<file path="src/rtl/tensor_set_product_split_check_assert.svh">
// ----------------------------------------------------------------------------
// tensor_set_product_split_check assertion macros
// Clocked on clk, disabled during rst. Empty bodies for synthesis.
// ----------------------------------------------------------------------------
`ifndef TENSOR_SET_PRODUCT_SPLIT_CHECK_ASSERT_SVH
`define TENSOR_SET_PRODUCT_SPLIT_CHECK_ASSERT_SVH

`ifndef SYNTHESIS

`define TSPSC_ASSERT_HOLD(label, cond, msg) \
  label: assert property (@(posedge clk) disable iff (rst) (cond)) else $error(msg);

`define TSPSC_ASSERT_IMP(label, ante, cons, msg) \
  label: assert property (@(posedge clk) disable iff (rst) (ante) |-> (cons)) \
    else $error(msg);

`define TSPSC_ASSERT_NXT(label, ante, cons, msg) \
  label: assert property (@(posedge clk) disable iff (rst) (ante) |=> (cons)) \
    else $error(msg);

`else

`define TSPSC_ASSERT_HOLD(label, cond, msg)
`define TSPSC_ASSERT_IMP(label, ante, cons, msg)
`define TSPSC_ASSERT_NXT(label, ante, cons, msg)

`endif

`endif

</file>
<file path="src/rtl/tspsc_ram.sv">
// ----------------------------------------------------------------------------
// tspsc_ram
// Generic simple dual-port RAM: one write port, one registered read port.
// ----------------------------------------------------------------------------
module tspsc_ram #(
  parameter int WIDTH = 8,
  parameter int DEPTH = 16
) (
  input  logic                     clk,
  input  logic                     we,
  input  logic [$clog2(DEPTH)-1:0] waddr,
  input  logic [WIDTH-1:0]         wdata,
  input  logic [$clog2(DEPTH)-1:0] raddr,
  output logic [WIDTH-1:0]         rdata
);

  logic [WIDTH-1:0] mem [DEPTH];

  always_ff @(posedge clk) begin
    if (we) begin
      mem[waddr] <= wdata;
    end
    rdata <= mem[raddr];
  end

endmodule

</file>
<file path="config.mk">
export PLATFORM = sky130hd
export DESIGN_NAME = tspsc_ram
export DESIGN_NICKNAME = d
export VERILOG_FILES = /design/src/rtl/tensor_set_product_split_check_assert.svh /design/src/rtl/tspsc_ram.sv
export SDC_FILE = /design/constraint.sdc
export NUM_CORES = 1
export LEC_CHECK = 0
export BUFFER_PORTS_ARGS = -buffer_cell sky130_fd_sc_hd__buf_2
export CAP_MARGIN = 20
export CORE_MARGIN = 3
export CORE_UTILIZATION = 65
export CTS_CLUSTER_DIAMETER = 40
export DETAILED_ROUTE_END_ITERATION = 8
export GPL_ROUTABILITY_DRIVEN = 0
export PLACE_DENSITY = 0.95
export SLEW_MARGIN = 10
export SYNTH_ARGS = -nofsm -noshare
export SYNTH_HDL_FRONTEND = slang
export SYNTH_SLANG_ARGS = --single-unit
</file>
<file path="constraint.sdc">
create_clock -name clk -period 3.95 [get_ports clk]
set_input_delay 0 -clock clk [delete_from_list [all_inputs] [get_ports clk]]
set_output_delay 0 -clock clk [all_outputs]
set_load 0.1 [all_outputs]
</file>
# Word-level counts from Yosys, hierarchy flattened

Memory sizes are Yosys's and may differ from the RTL's. A register that Yosys moved wholly into a read port is not among the register bits.
Cells that the tools add are included.
Widths: inputs -> output; s select.

Muxes and demuxes: 2

Operator list:

| operator | count |
|---|---|
| $mux 1   | 2 |

Flip-flop bits (word level): 0
Memory bits (writable): 128
Input bits: 18
Output and inout port bits: 8
Logic and storage cells: 3
Memories: 1

Memory list:

| name | depth | bits a word | rd ports | clocked after Yosys merged registers in | wr ports | line            | text |
|---|---|---|---|---|---|---|---|
| mem  | 16    | 8           | 1        | 1                                       | 1        | tspsc_ram.sv:17 | `logic [WIDTH-1:0] mem [DEPTH];` |

# Depth between registers and ports, before layout

Depth after elaboration: 2
Depth in mapped cells: 5
Gate-level depth less buffers: 3

# Least setup slack after synthesis

Ideal clock, no wire load.

Path kind: input to register
From: input port waddr[2]
To: memory mem[0][0] (enable)
Library setup time: 0.383 ns
Arrival time: 1.110 ns
Data required time: 3.567 ns
Setup slack: 2.457 ns
Cell stages on the path: 2
Buffers on the path: 0
Cells stage by stage: or3b_2 > nor3_1

RTL lines:

| element            | line            | text |
|---|---|---|
| start: declaration | tspsc_ram.sv:11 | `input logic [$clog2(DEPTH)-1:0] waddr,` |
| end: declaration   | tspsc_ram.sv:17 |  |

Straight into the memory's write port.

# Worst setup path after layout

From: input port waddr[0]
To: memory mem[13][3] (enable)

Straight into the memory's write port.

==> results.py <==
metrics = {
    "status": {
        "status": "finished, final reports clean",
    },
    "setup_path": {
        "reg2reg_from": "mem[10][2]$_DFFE_PP_",
        "worst-r2r-cell-count": 3,
        "cp_max_fo": 8,
        "crit_path_end_kind": "flip-flop",
        "r2r_end": "rdata[2]$_DFF_P_",
        "crit_arrival_ns": 1.81,
        "cp-start-kind": "primary input",
        "crit_path_start": "waddr[0]",
        "reg2reg_slack_ns": 2.61,
        "criticalPathCategory": "in -> reg",
        "worst_ep_required_time_ns": 4.08,
    },
    "final_layout": {
        "n_antenna_cell": 0,
        "finalNetCount": 295,
        "area_growth_pct": 18.16,
        "final_util_pct": 81.67,
        "num-fill-cells": 348,
        "drive_gt1_share_pct": 27.93,
    },
    "global_routing": {
        "grt_pass1_wl_um": 16150,
        "grt_max_degree": 33,
        "antenna_found_initial": 0,
        "overflow": 0,
        "grt_pass1_vias": 2594,
        "grt_usage_pct": 27.00,
    },
    "placement": {
        "hpwl_um": 5763,
        "port_buffers": 25,
    },
    "hold_path": {
        "min_to": "mem[4][0]$_DFFE_PP_",
        "hp-start": "waddr[1]",
        "hold_class": "in -> reg",
        "min_path_cells": 2,
    },
    "route": {
        "drt_iter0_markers": 307,
        "drtAntennaViolNets": 0,
        "wl_per_cell_um": 27.50,
        "wl_um": 10700,
        "drc_errors": 0,
        "num_vias": 2521,
        "drt_pass1_iterations": 5,
        "vias_per_cell": 6.481,
    },
    "pwr": {
        "power_leakage_uw": 0.002058,
        "powerDensity_mw_per_mm2": 571.1,
        "ir_worst_vdd_mv": 0.4571,
    },
    "clock_network": {
        "clkLatencyLatePin_ns": 0.51,
        "path_clk_slew_ns": 0.06,
        "cts_tree": "built",
        "post_cts_resized": 0,
        "ctsHtreeMaxLevel": 4,
        "cts_sinks": 136,
        "numCtsBuffers": 17,
        "clk_path_buf_depth": 2,
        "cts_root_buf": "clkbuf_8",
    },
    "timing": {
        "skew_ns": 0.006160,
        "slew_headroom_pct": 24.63,
        "drv_slew": 0,
        "tns_ns": 0,
        "hold_viol": 0,
        "fin_crit_ns": 1.687,
        "timing.final.crit_share_pct": 42.72,
        "worst_slew_pin_slew_ns": 1.126,
        "grt_setup_unrepaired": "no",
        "fmaxAchievable_mhz": 592.6,
        "setup_viol": 0,
    },
    "synthesis": {
        "syn_area_mm2": 0.005147,
        "yosys.area_share.simple_pct": 3.184,
        "synth_seq_area_share_pct": 77.78,
        "synth_xor_area_share_pct": 0,
        "ys_seq_elements": 136,
        "synthAdderAreaFrac_pct": 0,
        "synth_top_family_by_area": "multiplexers",
        "netlist_instances": 229,
        "syn-num-nets": 247,
        "yosys-mux-area-fraction_pct": 15.02,
        "ys_types": 19,
        "synth-compound-area-share_pct": 2.333,
        "yosysWarnings": 0,
        "syn_avg_cell_area_um2": 22.48,
    },
    "floorplan": {
        "io_pins": 26,
        "fp.dieH_um": 94.99,
        "fp.dieW_um": 94.99,
        "floorplan.initialDensity_pct": 69.12,
        "core_area_mm2": 0.007447,
        "die-area_mm2": 0.009023,
        "num_rows": 31,
    },
    "run": {
        "max_cap_violations": 0,
    },
}
[state kept, by name, summed over array words and instances (netlist names)]
name and count:
rdata 8, mem 128
[cells by family after synthesis]
kind of cell,after synthesis
and+or+nand+nor,35
muxes,32
buffers and inverters,10
AOI/OAI and AO/OA,16
DFF,136
[per-layer routing]
layer	up-vias	global-route usage [%]	share of wire (%)
met5	-	0	0
met4	0	9.135	1.9
met3	17	8.685	8.7
met2	151	40.58	50
met1	1277	38.44	39
li1	1076	-	-
[through the flow]
step	instance area [um^2]	cells	total power, uW	hold WS (ns)	worst slack (ns)
2_1_floorplan	5147	229	1802	0.09887	2.457
3_3_place_gp	5320	343	1853	0.3673	2.011
3_5_place_dp	5328	344	1862	0.3892	1.990
4_1_cts	6046	386	3474	0.01314	2.275
5_1_grt	6082	389	3551	0.01542	2.209
6_report	6082	389	3473	0.01502	2.263
[power by group]
part           internal (uW)  switching, uW  total [uW]  leakage (uW)
clock                   1030            595        1630      0.000292
sequential              1610           10.3        1620       0.00122
combinational           66.2            157         223      0.000542
total                   2710            763        3470       0.00206
[worst max-delay path by stage]
stage / end / slack [ns] / cells after the start
2_1_floorplan: mem[0][0]$_DFFE_PP_ / 2.46 / 2
3_3_place_gp: mem[0][2]$_DFFE_PP_ / 2.01 / 3
3_5_place_dp: rdata[0]$_DFF_P_ / 1.99 / 4
4_1_cts: mem[14][3]$_DFFE_PP_ / 2.28 / 4
5_1_grt: mem[10][5]$_DFFE_PP_ / 2.21 / 4
6_report: mem[13][3]$_DFFE_PP_ / 2.26 / 4
[cell usage in the layout (no fill, tap or decap)]
| master | count |
|---|---|
| clkbuf_2 | 1 |
| clkbuf_16 | 16 |
| clkbuf_8 | 1 |
| nor3_1 | 2 |
| nand2b_1 | 2 |
| edfxtp_1 | 128 |
| bufinv_16 | 4 |
| dfxtp_1 | 8 |
| inv_6 | 2 |
| nand3b_1 | 2 |
| nor2_1 | 13 |
| nand2_1 | 9 |
| buf_6 | 1 |
| buf_4 | 1 |
| and2b_1 | 1 |
| nor2b_1 | 1 |
| clkinvlp_4 | 3 |
| buf_12 | 1 |
| nor3_2 | 2 |
| mux4_2 | 18 |
| nand3_1 | 1 |
| clkbuf_1 | 1 |
| dlygate4sd3_1 | 10 |
| clkinv_4 | 4 |
| buf_2 | 25 |
| a22oi_1 | 16 |
| or3b_2 | 1 |
| mux4_1 | 14 |
| and2_1 | 1 |
| clkinv_2 | 1 |
[area by class of cell]
| type | instances | area (um^2) | area share, % |
|---|---|---|---|
| Sequential cell | 136 | 4004 | 65.83 |
| Multi-Input combinational cell | 83 | 1067 | 17.55 |
| Clock buffer | 18 | 417.9 | 6.871 |
| Timing Repair Buffer | 39 | 269.0 | 4.423 |
| Clock inverter | 14 | 200.2 | 3.292 |
| Tap cell | 99 | 123.9 | 2.037 |
[worst max-delay path, stage by stage]
cell and delay (ns):
dlygate4sd3_1 0.56, buf_2 0.21, nand2b_1 0.16, nor2_1 0.88
[what timing repair did]
| action | in CTS | in global routing |
|---|---|---|
| setup buffers | 0 | 0 |
| endpoints found under the hold margin | 131 | 0 |
| hold buffers | 10 | 0 |
[cell usage after synthesis]
cell	number	area share, %
clkdlybuf4s25_2	3	0.58
nand3_1	1	0.097
and2_1	1	0.12
nor2b_1	1	0.12
edfxtp_1	128	75
nor2_1	13	0.95
buf_6	3	0.66
dfxtp_1	8	3.1
mux4_1	14	7.1
nand3b_1	2	0.29
or3b_2	1	0.17
nand2_1	9	0.66
buf_4	1	0.15
buf_2	3	0.29
nand2b_1	2	0.24
a22oi_1	16	2.3
mux4_2	18	7.9
nor3_1	4	0.39
and2b_1	1	0.15
Note: power is estimated with default switching activity, not from simulation.
